==> src/rtl/core/ntte_pkg.sv <==
// Package for the neighbor table with TTL aging.
// Shared constants, codes and types; no dependencies.
package ntte_pkg;

  // table depth, at most 63 so that the count and the limit fit 6 bits
  localparam int DEPTH = 32;
  localparam int IDX_W = $clog2(DEPTH);
  localparam int CNT_W = 6;
  localparam logic [IDX_W:0] SCAN_END = (IDX_W + 1)'(DEPTH);
  localparam logic [CNT_W-1:0] DEPTH_C = CNT_W'(DEPTH);

  localparam int KEY_W = 64;
  localparam int DIG_W = 64;
  localparam int EXP_W = 32;
  localparam int ENT_W = KEY_W + DIG_W + EXP_W;

  localparam logic [CNT_W-1:0] LIMIT_RST = 6'd32;
  localparam logic [15:0] CAPMASK_RST = 16'hFFFF;

  typedef enum logic [1:0] {
    REG_LIMIT   = 2'd0,
    REG_CAPMASK = 2'd1,
    REG_FILTER  = 2'd2
  } reg_idx_t;

  typedef enum logic [1:0] {
    EV_ADDED     = 2'd0,
    EV_REMOVED   = 2'd1,
    EV_UPDATED   = 2'd2,
    EV_REFRESHED = 2'd3
  } ev_kind_t;

  typedef enum logic {
    OP_ADVERT = 1'b0,
    OP_TICK   = 1'b1
  } op_t;

  typedef enum logic [2:0] {
    B_IDLE,
    B_KEY,
    B_KEYDEC,
    B_MIN,
    B_MINDEC,
    B_INSERT,
    B_FLUSH
  } bstate_t;

  // classified item handed from front to back
  typedef struct packed {
    op_t              op;
    logic [EXP_W-1:0] now;
    logic [KEY_W-1:0] key;
    logic [DIG_W-1:0] digest;
    logic [EXP_W-1:0] expiry;
    logic             keep;
  } item_t;

endpackage

==> src/rtl/core/ntte_front.sv <==
// Front end: accepts input transfers, classifies advertisements, and queues
// the classified items for the back end. Depends on ntte_pkg.
module ntte_front (
  input  logic                clk,
  input  logic                rst,
  input  logic                in_valid,
  output logic                in_ready,
  input  logic                in_op,
  input  logic [31:0]         in_time,
  input  logic [63:0]         in_key,
  input  logic [63:0]         in_digest,
  input  logic [47:0]         in_src,
  input  logic                in_has_caps,
  input  logic [15:0]         in_caps,
  input  logic [15:0]         in_ttl,
  input  logic [15:0]         cap_mask,
  input  logic [47:0]         filtered_source_mac,
  output logic                q_valid,
  input  logic                q_ready,
  output ntte_pkg::item_t     q_item
);

  ntte_pkg::item_t fifo [2];
  logic            wptr;
  logic            rptr;
  logic [1:0]      fill;
  ntte_pkg::item_t cls;
  logic [32:0]     sum;
  logic            push;
  logic            pop;

  always_comb begin
    sum = {1'b0, in_time} + {17'd0, in_ttl};
    cls.op = ntte_pkg::op_t'(in_op);
    cls.now = in_time;
    cls.key = in_key;
    cls.digest = in_digest;
    cls.expiry = sum[32] ? 32'hFFFF_FFFF : sum[31:0];
    cls.keep = (in_ttl != 16'd0)
             && !(filtered_source_mac != 48'd0 && filtered_source_mac == in_src)
             && !(in_has_caps && (in_caps & cap_mask) == 16'd0);
  end

  assign in_ready = (fill != 2'd2);
  assign push = in_valid && in_ready;
  assign q_valid = (fill != 2'd0);
  assign pop = q_valid && q_ready;
  assign q_item = fifo[rptr];

  always_ff @(posedge clk) begin
    if (rst) begin
      wptr <= 1'b0;
      rptr <= 1'b0;
      fill <= 2'd0;
    end else begin
      if (push) begin
        wptr <= ~wptr;
      end
      if (pop) begin
        rptr <= ~rptr;
      end
      fill <= fill + {1'b0, push} - {1'b0, pop};
    end
  end

  always_ff @(posedge clk) begin
    if (push) begin
      fifo[wptr] <= cls;
    end
  end

endmodule

==> config.mk <==
export PLATFORM = sky130hd
export DESIGN_NAME = ntte_front
export DESIGN_NICKNAME = d
export VERILOG_FILES = /design/src/rtl/core/ntte_pkg.sv /design/src/rtl/core/ntte_front.sv
export SDC_FILE = /design/constraint.sdc
export NUM_CORES = 1
export LEC_CHECK = 0
export BUFFER_PORTS_ARGS = -buffer_cell sky130_fd_sc_hd__buf_2
export CORE_AREA = 2 2 197 199
export DETAILED_ROUTE_END_ITERATION = 10
export DIE_AREA = 0 0 199 201
export PLACE_DENSITY = 0.73
export SLEW_MARGIN = 5
export SYNTH_ARGS = -nofsm -noshare
export SYNTH_HDL_FRONTEND = slang
export SYNTH_SLANG_ARGS = --single-unit
==> constraint.sdc <==
create_clock -name clk -period 9 [get_ports clk]
set_clock_uncertainty 0.05 [all_clocks]
set_input_delay 0.9 -clock clk [delete_from_list [all_inputs] [get_ports clk]]
set_output_delay 0.9 -clock clk [all_outputs]
set_load 0.05 [all_outputs]
After elaboration in Yosys (flattened, before gate mapping):

Memories as Yosys holds them, arrays and structs flattened. A register that Yosys moved wholly into a read port is not among the register bits.
Cells that the tools add are included.

* bitwise gates (word level): 3
* multiplexer cells: 5
* reductions and logical operators: 12
* equal/unequal tests: 2
* $add $sub $neg: 3

Operators with widths (count)
* $eq A48 B48 Y1: 1
* $reduce_bool A48 Y1: 1
* $add A32 B16 Y33: 1
* $mux W32: 1
* $and A16 B16 Y16: 1
* $logic_not A16 Y1: 1
* $reduce_bool A16 Y1: 1
* $logic_and A1 B1 Y1: 6
* $mux W1: 4
* $add A2 B1 Y2: 1
* $logic_not A1 Y1: 2
* $ne A2 B2 Y1 const B: 1
* $not A1 Y1: 2
* $reduce_bool A2 Y1: 1
* $sub A2 B1 Y2: 1

* word-level logic and storage cells: 29
* register bits: 4
* input port bits: 310
* output and inout port bits: 196
* memories kept: 1
* memory bits (writable): 388

Memories
* fifo: words 2, width 194, read ports 1, clocked after Yosys merged registers in 1, write ports 1, RTL line ntte_front.sv:23 `ntte_pkg::item_t fifo [2];`

Longest topological paths before layout:

Gate-level depths: netlist of the first run.

* depth in word-level cells: 5
* depth in mapped cells: 9

Worst setup path before layout of the first run:

No wires, ideal clock.

* kind: input port to flip-flop
* start: in in_valid
* end: mem fifo[0][0] (netlist bit), enable pin
* arrival: 9.062 ns
* library setup time: 0.752 ns
* path buffers: 0
* stages: 2
* data required time: 8.198 ns
* setup slack: -0.864 ns
* cell sequence: nand2_1 > nor2_1

* word-level cells in the longest chain between the ends: 3

RTL lines
* from (decl): RTL line ntte_front.sv:6 `input logic in_valid,`
* $logic_and A1 B1 Y1: RTL line ntte_front.sv:45 `assign push = in_valid && in_ready;`
* $mux W1: RTL line ntte_front.sv:67 `if (push) begin`
* $mux W1 (implied by the code): RTL line ntte_front.sv:68 `fifo[wptr] <= cls;`
* to (decl): RTL line ntte_front.sv:23

No other way between the ends.

==> results of run 1 <==
## flip-flops by register name (all words and copies together) (netlist names), named ones only
signal,flops
wptr,1
fill,2
fifo,388
rptr,1
## kinds of logic (layout without fill, tap and decap cells)
logic type / after synthesis / count (layout)
AOI/OAI and AO/OA: 71 / 71
DFF: 393 / 393
xor gates and xnor gates: 71 / 71
other: 0 / 9
adders and majority gates: 19 / 19
and+or+nand+nor: 140 / 140
buffers and inverters: 29 / 584
muxes: 197 / 197
## metrics by stage
stage	setup slack (ns)	hold slack, ns	util	std cells
after floorplan	2.423	0.4311	-	920
after global placement	5.321	0.4449	0.5084	1925
after detailed placement	5.305	0.4568	0.5084	1925
after CTS	4.940	0.4547	0.5393	1993
after global routing	4.844	0.4667	0.5397	2000
final	4.997	0.4675	0.5399	2002
## worst max-delay path: cells and delay by family (launching register included)
kind	cells	cell delay, ns
DFF	1	0.82
buffers and inverters	2	1.05
muxes	1	0.47
## per-layer routing
layer | vias to the layer above | share of wire | GRT usage | wire, µm
met5 | - | 0.00075 | 0 | 32
met4 | 4 | 0.049 | 0.1085 | 2059
met3 | 90 | 0.087 | 0.05847 | 3700
met2 | 455 | 0.53 | 0.3881 | 22280
met1 | 4925 | 0.34 | 0.2057 | 14340
li1 | 4695 | - | - | -
## cell type report
type / count / area (µm²) / share of cell area
clock buffers: 49 / 1077 / 0.05237
diodes: 9 / 22.52 / 0.001095
multi-input cells: 498 / 4377 / 0.2127
repair buffers: 512 / 2580 / 0.1254
well taps: 518 / 648.1 / 0.03150
inverters: 4 / 15.01 / 0.0007298
flip-flops and latches: 393 / 11760 / 0.5714
clock inverters: 19 / 97.59 / 0.004744
## cell usage in the layout, fill, tap and decap left out, types with 2 or more instances in the layout
cell       synthesis  final
o21bai_1           2      2
nor4_1            29     29
and3_1             8      7
o21ai_1            3      3
inv_1              4      4
nand3_1            7      7
a21oi_1           18     18
and3_4             3      4
nor3_1             2      2
or3_1              2      2
xnor2_1           13     13
clkbuf_1          22      7
nand4_1           13     13
a22oi_1            4      4
or2b_1             2      2
mux2_4             2      2
nand2_1           45     45
buf_4              0      7
nand3_2            2      2
o21ai_0            7      7
a211oi_1           3      3
edfxtp_1         388    388
nor2b_1            4      4
and2_1             2      2
clkbuf_16          0     42
nor2_1            13     12
a211o_1            3      3
o21ai_2            2      2
diode_2            0      9
dfxtp_1            5      4
clkinv_2           0      4
clkinv_1           0     12
xor2_1            58     58
mux2_2           195    195
o21a_1             6      6
a21o_1             6      6
a21oi_2            3      3
ha_1              18     18
buf_2              0    505
## power breakdown
| group | total [W] | internal (W) | switching, W |
|---|---|---|---|
| combinational | 0.00217 | 0.000582 | 0.00159 |
| clock | 0.00150 | 0.000847 | 0.000655 |
| sequential | 0.00242 | 0.00234 | 0.0000826 |
| total | 0.00609 | 0.00377 | 0.00232 |
## worst min path at each step
stage,from,to,slack (ns),cells after the start
after global placement,rptr,flop,0.44,2
final,rptr,flop,0.47,2
after CTS,in_digest[24],fifo[1][57],0.45,1
after floorplan,rptr,flop,0.43,2
after global routing,in_digest[27],fifo[1][60],0.47,1
after detailed placement,rptr,flop,0.46,2
==> results.json, run 1 <==
{
  "leakage_nw": 7.908,
  "grt_pass1_vias": 10630,
  "grt_antenna_before_repair": 13,
  "io_buffers": 505,
  "yosys.area_share.simple": 0.04675,
  "cts_tree": "built",
  "die_area_mm2": 0.04000,
  "num_vias": 10170,
  "synth_top_family_by_area": "multiplexers",
  "rows": 72,
  "pin_count": 506,
  "ys.flop_type": "edfxtp_1",
  "status": "finished clean",
  "min_path_type": "reg2reg",
  "hpwl_um": 31250,
  "ctsResizeCount": 0,
  "drv_slew": 0,
  "synth_fa_ha_area_frac": 0.01509,
  "clock_latency_ns": 0.53,
  "dieHeight_um": 201,
  "drive_gt1_frac": 0.5295,
  "via_per_inst": 5.079,
  "cts_max_path_buffers": 3,
  "crit_path_max_incr_delay_ns": 0.83,
  "synth_cells": 920,
  "ys_warn_count": 0,
  "synthArstFlopShare": 0,
  "clockRootBuffer": "clkbuf_16",
  "fillCellCount": 3154,
  "grt.overflow.total": 0,
  "synth_edf_count": 388,
  "synth_most_common_cell": "edfxtp_1",
  "arrival_ns": 3.05,
  "r2r_setup_slack_ns": 6.30,
  "htreeDepth": 2,
  "crit_path_end": "q_item[13]",
  "finalSetupViolCount": 0,
  "crit_path_end_kind": "primary output",
  "syn_to_final_growth_pct": 26.62,
  "grt_util_all_layers": 0.2076,
  "cts_hold_buf": 0,
  "critical_path_class": "reg2out",
  "hold_viol": 0,
  "yosysTopAreaCell": "edfxtp_1",
  "drt-initial-drc-count": 533,
  "initial_core_util": 0.4264,
  "place_area_mm2": 0.01937,
  "synthesis.nets": 1249,
  "seq_area_frac_synth": 0.7233,
  "fin_crit_ns": 4.003,
  "postRouteAntennaNets": 0,
  "synth_top_cell_area_share": 0.7171,
  "drc_errors": 0,
  "maxSlewHeadroom": 0.2411,
  "period_share": 0.4448,
  "grt_max_degree": 75,
  "clkSlewWorstSetupHoldPaths_ns": 0.06,
  "core_area_mm2": 0.03811,
  "cts_buffers": 40,
  "syn_avg_cell_area_um2": 17.66,
  "synth_cell_type_count": 57,
  "cp-start-kind": "flop",
  "r2r-end": "fifo[0][96]",
  "synth_area_mm2": 0.01625,
  "final_cell_area_mm2": 0.02057,
  "cp_max_fo": 74,
  "grt_pass1_wl_um": 61400,
  "r2r_start": "fill[0]",
  "p_total_w": 0.006091,
  "synth-seq-cells": 393,
  "wl_per_cell_um": 21.19,
  "ys_top_cells_by_count": "edfxtp_1 (388), mux2_2 (195), xor2_1 (58), nand2_1 (45), nor4_1 (29)",
  "gp_congestion": 1.061,
  "p_per_area_mw_per_mm2": 296.1,
  "tightest_slew_ns": 1.128,
  "firstDrtPassIters": 5,
  "cts.sinks": 393,
  "rsz0062_at_grt": "false",
  "cp_data_required_time_ns": 8.05,
  "setup_tns_ns": 0,
  "postRouteWirelength_um": 42420,
  "cp_cell_sequence": "buf_4 -> mux2_2 -> buf_2",
  "slowest_stage": "buf_4",
  "yosys-top-cells-area": "edfxtp_1 (72%), mux2_2 (14%), xor2_1 (3.1%)",
  "synth_compound_area_frac": 0.03150,
  "synthMuxAreaShare": 0.1370,
  "fmax_mhz": 249.8,
  "post-cts-setup-buffers": 0,
  "worstRegToRegCells": 4,
  "fp.dieW_um": 199,
  "synth-xor-area-share": 0.03827,
  "maxCapViolations": 0,
  "ir_drop_mv": 0.1659,
  "final_nets": 1778
}
Power figures use the tool's default switching activity.
==> run 2, diff against run 1 <==
clock period = 3.3 ns   (was 9 ns; I/O delays follow)
==> run 2 against run 1 <==
Effect of this change:
- clock-buffer cell count grew 2
- via count up 8.4%
- total power rose to 2.9 times the previous value
- cell area up 9.3%
- worst hold slack got worse by 0.44 ns
- highest routed layer is now met4
- non-clock buffer count increased by 163
- critical endpoint is now fifo[1][1]
- critical path depth is 8 higher
==> results.json, run 2 (synthesized netlist as in run 1, its figures left out) <==
{
  "post-cts-setup-buffers": 0,
  "seqCellArea_mm2": 0.01176,
  "io_buffers": 505,
  "fillCellCount": 2804,
  "postRouteAntennaNets": 0,
  "clkSlewWorstSetupHoldPaths_ns": 0.06,
  "layout_setup_ws_ns": 0.4186,
  "tightest_slew_ns": 0.9104,
  "top_register": "fifo",
  "highest_layer": "met4",
  "setup_tns_ns": 0,
  "maxCapViolations": 0,
  "arrival_ns": 3.10,
  "maxSlewHeadroom": 0.3875,
  "met1_length_um": 15570,
  "grt_max_degree": 104,
  "grt_pass1_vias": 11430,
  "hold_viol": 0,
  "status": "finished clean",
  "layout_commonest_cell": "buf_2",
  "drc_errors": 0,
  "cp_data_required_time_ns": 3.52,
  "grt.overflow.total": 0,
  "via_per_inst": 5.075,
  "clock_latency_ns": 0.52,
  "clockRootBuffer": "clkbuf_16",
  "gp_congestion": 1.046,
  "largest_reg_flops": 388,
  "firstDrtPassIters": 5,
  "postRouteWirelength_um": 46380,
  "leakage_nw": 8.714,
  "fin_crit_ns": 2.881,
  "dieHeight_um": 201,
  "grt_util_all_layers": 0.2234,
  "num_vias": 11020,
  "p_per_area_mw_per_mm2": 776.7,
  "place_ws_ns": 0.4094,
  "drive_gt1_frac": 0.4878,
  "multi_input_area_mm2": 0.004392,
  "period_share": 0.8732,
  "grt_antenna_before_repair": 10,
  "cts.sinks": 393,
  "hold_ws_ns": 0.03181,
  "die_area_mm2": 0.04000,
  "pin_count": 506,
  "ctsResizeCount": 0,
  "final_nets": 1942,
  "syn_to_final_growth_pct": 38.38,
  "cts_tree": "built",
  "fmax_mhz": 347.0,
  "min_path_type": "in2reg",
  "rsz0062_at_grt": "false",
  "cts_hold_buf": 157,
  "cts_max_path_buffers": 3,
  "critical_path_class": "in2reg",
  "cp_max_fo": 19,
  "drt-initial-drc-count": 594,
  "top_regs": "fifo x388, fill x2",
  "initial_core_util": 0.4264,
  "p_total_w": 0.01746,
  "htreeDepth": 2,
  "hpwl_um": 32100,
  "cts_buffers": 41,
  "core_area_mm2": 0.03811,
  "crit_path_end_kind": "flop",
  "wl_met3_um": 3761,
  "met2_wirelength_um": 24680,
  "layout_common_cells": "buf_2 (505), edfxtp_1 (388), mux2_2 (195), dlygate4sd3_1 (157), xor2_1 (58)",
  "drv_slew": 0,
  "worstRegToRegCells": 3,
  "grt_pass1_wl_um": 66760,
  "rows": 72,
  "cp-start-kind": "primary input",
  "finalSetupViolCount": 0,
  "ir_drop_mv": 0.4254,
  "fp.dieW_um": 199,
  "wl_per_cell_um": 21.36,
  "whs_path_depth": 1
}
run 2: cell types whose count changed in the layout (fill, tap and decap cells not counted), moves of 2 or more:
cell,before,now
bufinv_16,0,4
clkinv_2,4,10
clkbuf_1,7,9
dlygate4sd3_1,0,157
clkinv_1,12,5
buf_4,7,4
buf_12,0,9
clkinvlp_4,1,3
run 2: where the power goes:
part	switching (W)	total [W]	internal, W
Clock	0.00189	0.00457	0.00267
Sequential	0.000236	0.00661	0.00637
Combinational	0.00449	0.00629	0.00180
Total	0.00662	0.0175	0.0108
run 2: layout make-up:
| cell class | count | share of cell area |
|---|---|---|
| antenna | 8 | 0.0008905 |
| clock buffer | 51 | 0.04825 |
| clock inverter | 25 | 0.01141 |
| inverter | 4 | 0.0006679 |
| multi-input combinational | 498 | 0.1953 |
| sequential | 393 | 0.5229 |
| tap | 518 | 0.02883 |
| timing repair buffer | 675 | 0.1917 |
run 2: stage by stage:
step                std cells  utilization  area, µm²
floorplan                 920            -      16270
global placement         1931       0.5130      19550
detailed placement       1931       0.5130      19550
CTS                      2164       0.5894      22460
global route             2172       0.5900      22480
finish                   2172       0.5900      22480
run 2: worst paths after layout:
path	start	end	slack, ns
max	in_time[0]	fifo[1][1]	0.42
min	in_time[29]	fifo[1][190]	0.03
max reg2reg	fill[0]	fifo[1][113]	1.42
min reg2reg	rptr	rptr	0.47
run 2: metal layers:
| metal | up-vias | GRT usage |
|---|---|---|
| li1 | 5016 | - |
| met1 | 5380 | 0.2296 |
| met2 | 530 | 0.4193 |
| met3 | 97 | 0.05242 |
| met4 | 0 | 0.1098 |
| met5 | - | 0 |
run 2: critical path, stage by stage:
cell,delay [ns]
dlygate4sd3_1,0.53
buf_2,0.14
ha_1,0.23
fa_1,0.45
a21o_1,0.23
a31o_1,0.27
nand3_2,0.11
a21oi_2,0.08
o21bai_4,0.28
buf_12,0.20
or2b_1,0.25
==> run 3, diff against run 2 <==
CELL_PAD_IN_SITES_DETAIL_PLACEMENT = 1   (was not set)
CELL_PAD_IN_SITES_GLOBAL_PLACEMENT = 2   (was not set)
CORE_AREA = not set   (was 2 2 197 199)
CORE_ASPECT_RATIO = 1.5   (was not set)
CORE_UTILIZATION = 32   (was not set)
DIE_AREA = not set   (was 0 0 199 201)
PLACE_DENSITY = 0.77   (was 0.73)
==> run 3 against run 2 <==
Effect of this change:
- cell area increased by 0.21%
- first-iteration DRC count decreased by 25%
- setup slack improved by 0.0099 ns
- die area increased by 29%
- combinational power increased by 1%
- sequential power about the same
- register-to-register slack got worse by 0.03 ns
- worst hold slack improved by 0.0073 ns
- cell count increased by 6.2%
- largest cell class unchanged
==> results.json, run 3 (synthesized netlist as in run 1, its figures left out) <==
{
  "place_area_mm2": 0.01981,
  "gp_congestion": 0.9829,
  "crit_path_end_kind": "flop",
  "cts_buffers": 38,
  "maxCapViolations": 0,
  "critical_path_class": "in2reg",
  "num_vias": 10930,
  "grt_antenna_before_repair": 2,
  "grt_pass1_vias": 12450,
  "fin_crit_ns": 2.872,
  "top_register": "fifo",
  "largest_reg_flops": 388,
  "clockRootBuffer": "clkbuf_16",
  "fp.dieW_um": 186.0,
  "worstRegToRegCells": 3,
  "hold_viol": 0,
  "post-cts-setup-buffers": 0,
  "final_cell_area_mm2": 0.02253,
  "cp_cell_sequence": "dlygate4sd3_1 -> buf_2 -> ha_1 -> fa_1 -> a21o_1 -> a31o_1 -> nand3_2 -> a21oi_2 -> o21bai_4 -> buf_4 -> or2b_1",
  "htreeDepth": 2,
  "cp_data_required_time_ns": 3.52,
  "hp-start": "in_time[28]",
  "postRouteAntennaNets": 0,
  "cp_max_fo": 14,
  "drc_errors": 0,
  "core_area_mm2": 0.04992,
  "cp-start-kind": "primary input",
  "whs_endpoint": "fifo[0][189]",
  "grt_util_all_layers": 0.1921,
  "dieHeight_um": 278.0,
  "grt_max_degree": 79,
  "whs_path_depth": 1,
  "pin_count": 506,
  "min_path_type": "in2reg",
  "cts_max_path_buffers": 3,
  "hpwl_um": 35720,
  "slowest_stage": "dlygate4sd3_1",
  "via_per_inst": 4.740,
  "syn_to_final_growth_pct": 38.67,
  "maxSlewHeadroom": 0.3148,
  "cts_tree": "built",
  "arrival_ns": 3.09,
  "crit_path_max_incr_delay_ns": 0.53,
  "tightest_slew_ns": 1.018,
  "rows": 100,
  "r2r-end": "fifo[1][50]",
  "p_total_w": 0.01723,
  "final_nets": 1943,
  "fmax_mhz": 348.2,
  "grt_pass1_wl_um": 73890,
  "initial_core_util": 0.3254,
  "period_share": 0.8702,
  "r2r_start": "fill[0]",
  "leakage_nw": 8.671,
  "r2r_setup_slack_ns": 1.39,
  "drive_gt1_frac": 0.4896,
  "drt-initial-drc-count": 447,
  "top_regs": "fifo x388, fill x2",
  "rsz0062_at_grt": "false",
  "clock_latency_ns": 0.52,
  "cts.sinks": 393,
  "die_area_mm2": 0.05169,
  "layout_commonest_cell": "buf_2",
  "ir_drop_mv": 0.4033,
  "p_per_area_mw_per_mm2": 765.0,
  "clkSlewWorstSetupHoldPaths_ns": 0.06,
  "io_buffers": 505,
  "layout_common_cells": "buf_2 (505), edfxtp_1 (388), mux2_2 (195), dlygate4sd3_1 (151), xor2_1 (58)",
  "grt.overflow.total": 0,
  "status": "finished clean",
  "finalSetupViolCount": 0,
  "postRouteWirelength_um": 50170,
  "wl_per_cell_um": 21.76,
  "firstDrtPassIters": 4,
  "drv_slew": 0
}
run 3: worst max path at each step:
stage | from | end | slack, ns | cells after the start
5_1_grt | in_time[0] | fifo[1][31] | 0.31 | 12
4_1_cts | in_time[0] | fifo[1][31] | 0.44 | 11
6_report | in_time[0] | fifo[1][1] | 0.43 | 11
3_3_place_gp | in_time[0] | fifo[0][31] | 0.48 | 10
2_1_floorplan | fill[0] | fifo[0][0] | -0.68 | 3
3_5_place_dp | in_time[0] | fifo[1][31] | 0.42 | 10
run 3: layout make-up:
class                   count  area, µm²
diodes                      1      2.502
clock buffers              48       1010
clock inverters            20      200.2
well taps                 663      829.5
flip-flops and latches    393      11760
inverters                   4      15.01
multi-input cells         498       4392
fillers                  5143      27390
repair buffers            679       4324
run 3: through the flow:
stage / instances / hold slack [ns] / setup TNS, ns / setup slack, ns / util
2_1_floorplan: 920 / 0.3442 / -164.85 / -0.6827 / -
3_3_place_gp: 2086 / 0.4471 / 0 / 0.4780 / 0.3967
6_report: 2306 / 0.03911 / 0 / 0.4284 / 0.4513
4_1_cts: 2305 / 0.005391 / 0 / 0.4357 / 0.4512
3_5_place_dp: 2086 / 0.4568 / 0 / 0.4232 / 0.3967
5_1_grt: 2306 / 0.01460 / 0 / 0.3090 / 0.4513
run 3: per-layer routing:
metal / wire [µm] / GRT usage / share of wire / vias to the layer above
li1: - / - / - / 5008
met1: 16090 / 0.1734 / 0.32 / 5383
met2: 28380 / 0.3873 / 0.57 / 448
met3: 3589 / 0.04698 / 0.072 / 89
met4: 2102 / 0.08323 / 0.042 / 2
met5: 11 / 0 / 0.00022 / -
run 3: power breakdown:
group / switching, W / internal, W / leakage [nW]
clock network: 0.00186 / 0.00243 / 0.590
logic: 0.00454 / 0.00182 / 4.42
registers: 0.000225 / 0.00636 / 3.66
run 3: worst max-delay path: cells and delay by family:
kind | cells | cell delay [ns]
buffers and inverters | 3 | 0.92
adder cells (fa/ha/maj) | 2 | 0.65
AO/OA/AOI/OAI | 4 | 0.78
AND/OR/NAND/NOR | 2 | 0.40
run 3: repair_timing:
action	4_1_cts	5_1_grt
endpoints found under the hold margin	305	0
gates resized for setup	0	0
hold buffers	151	0
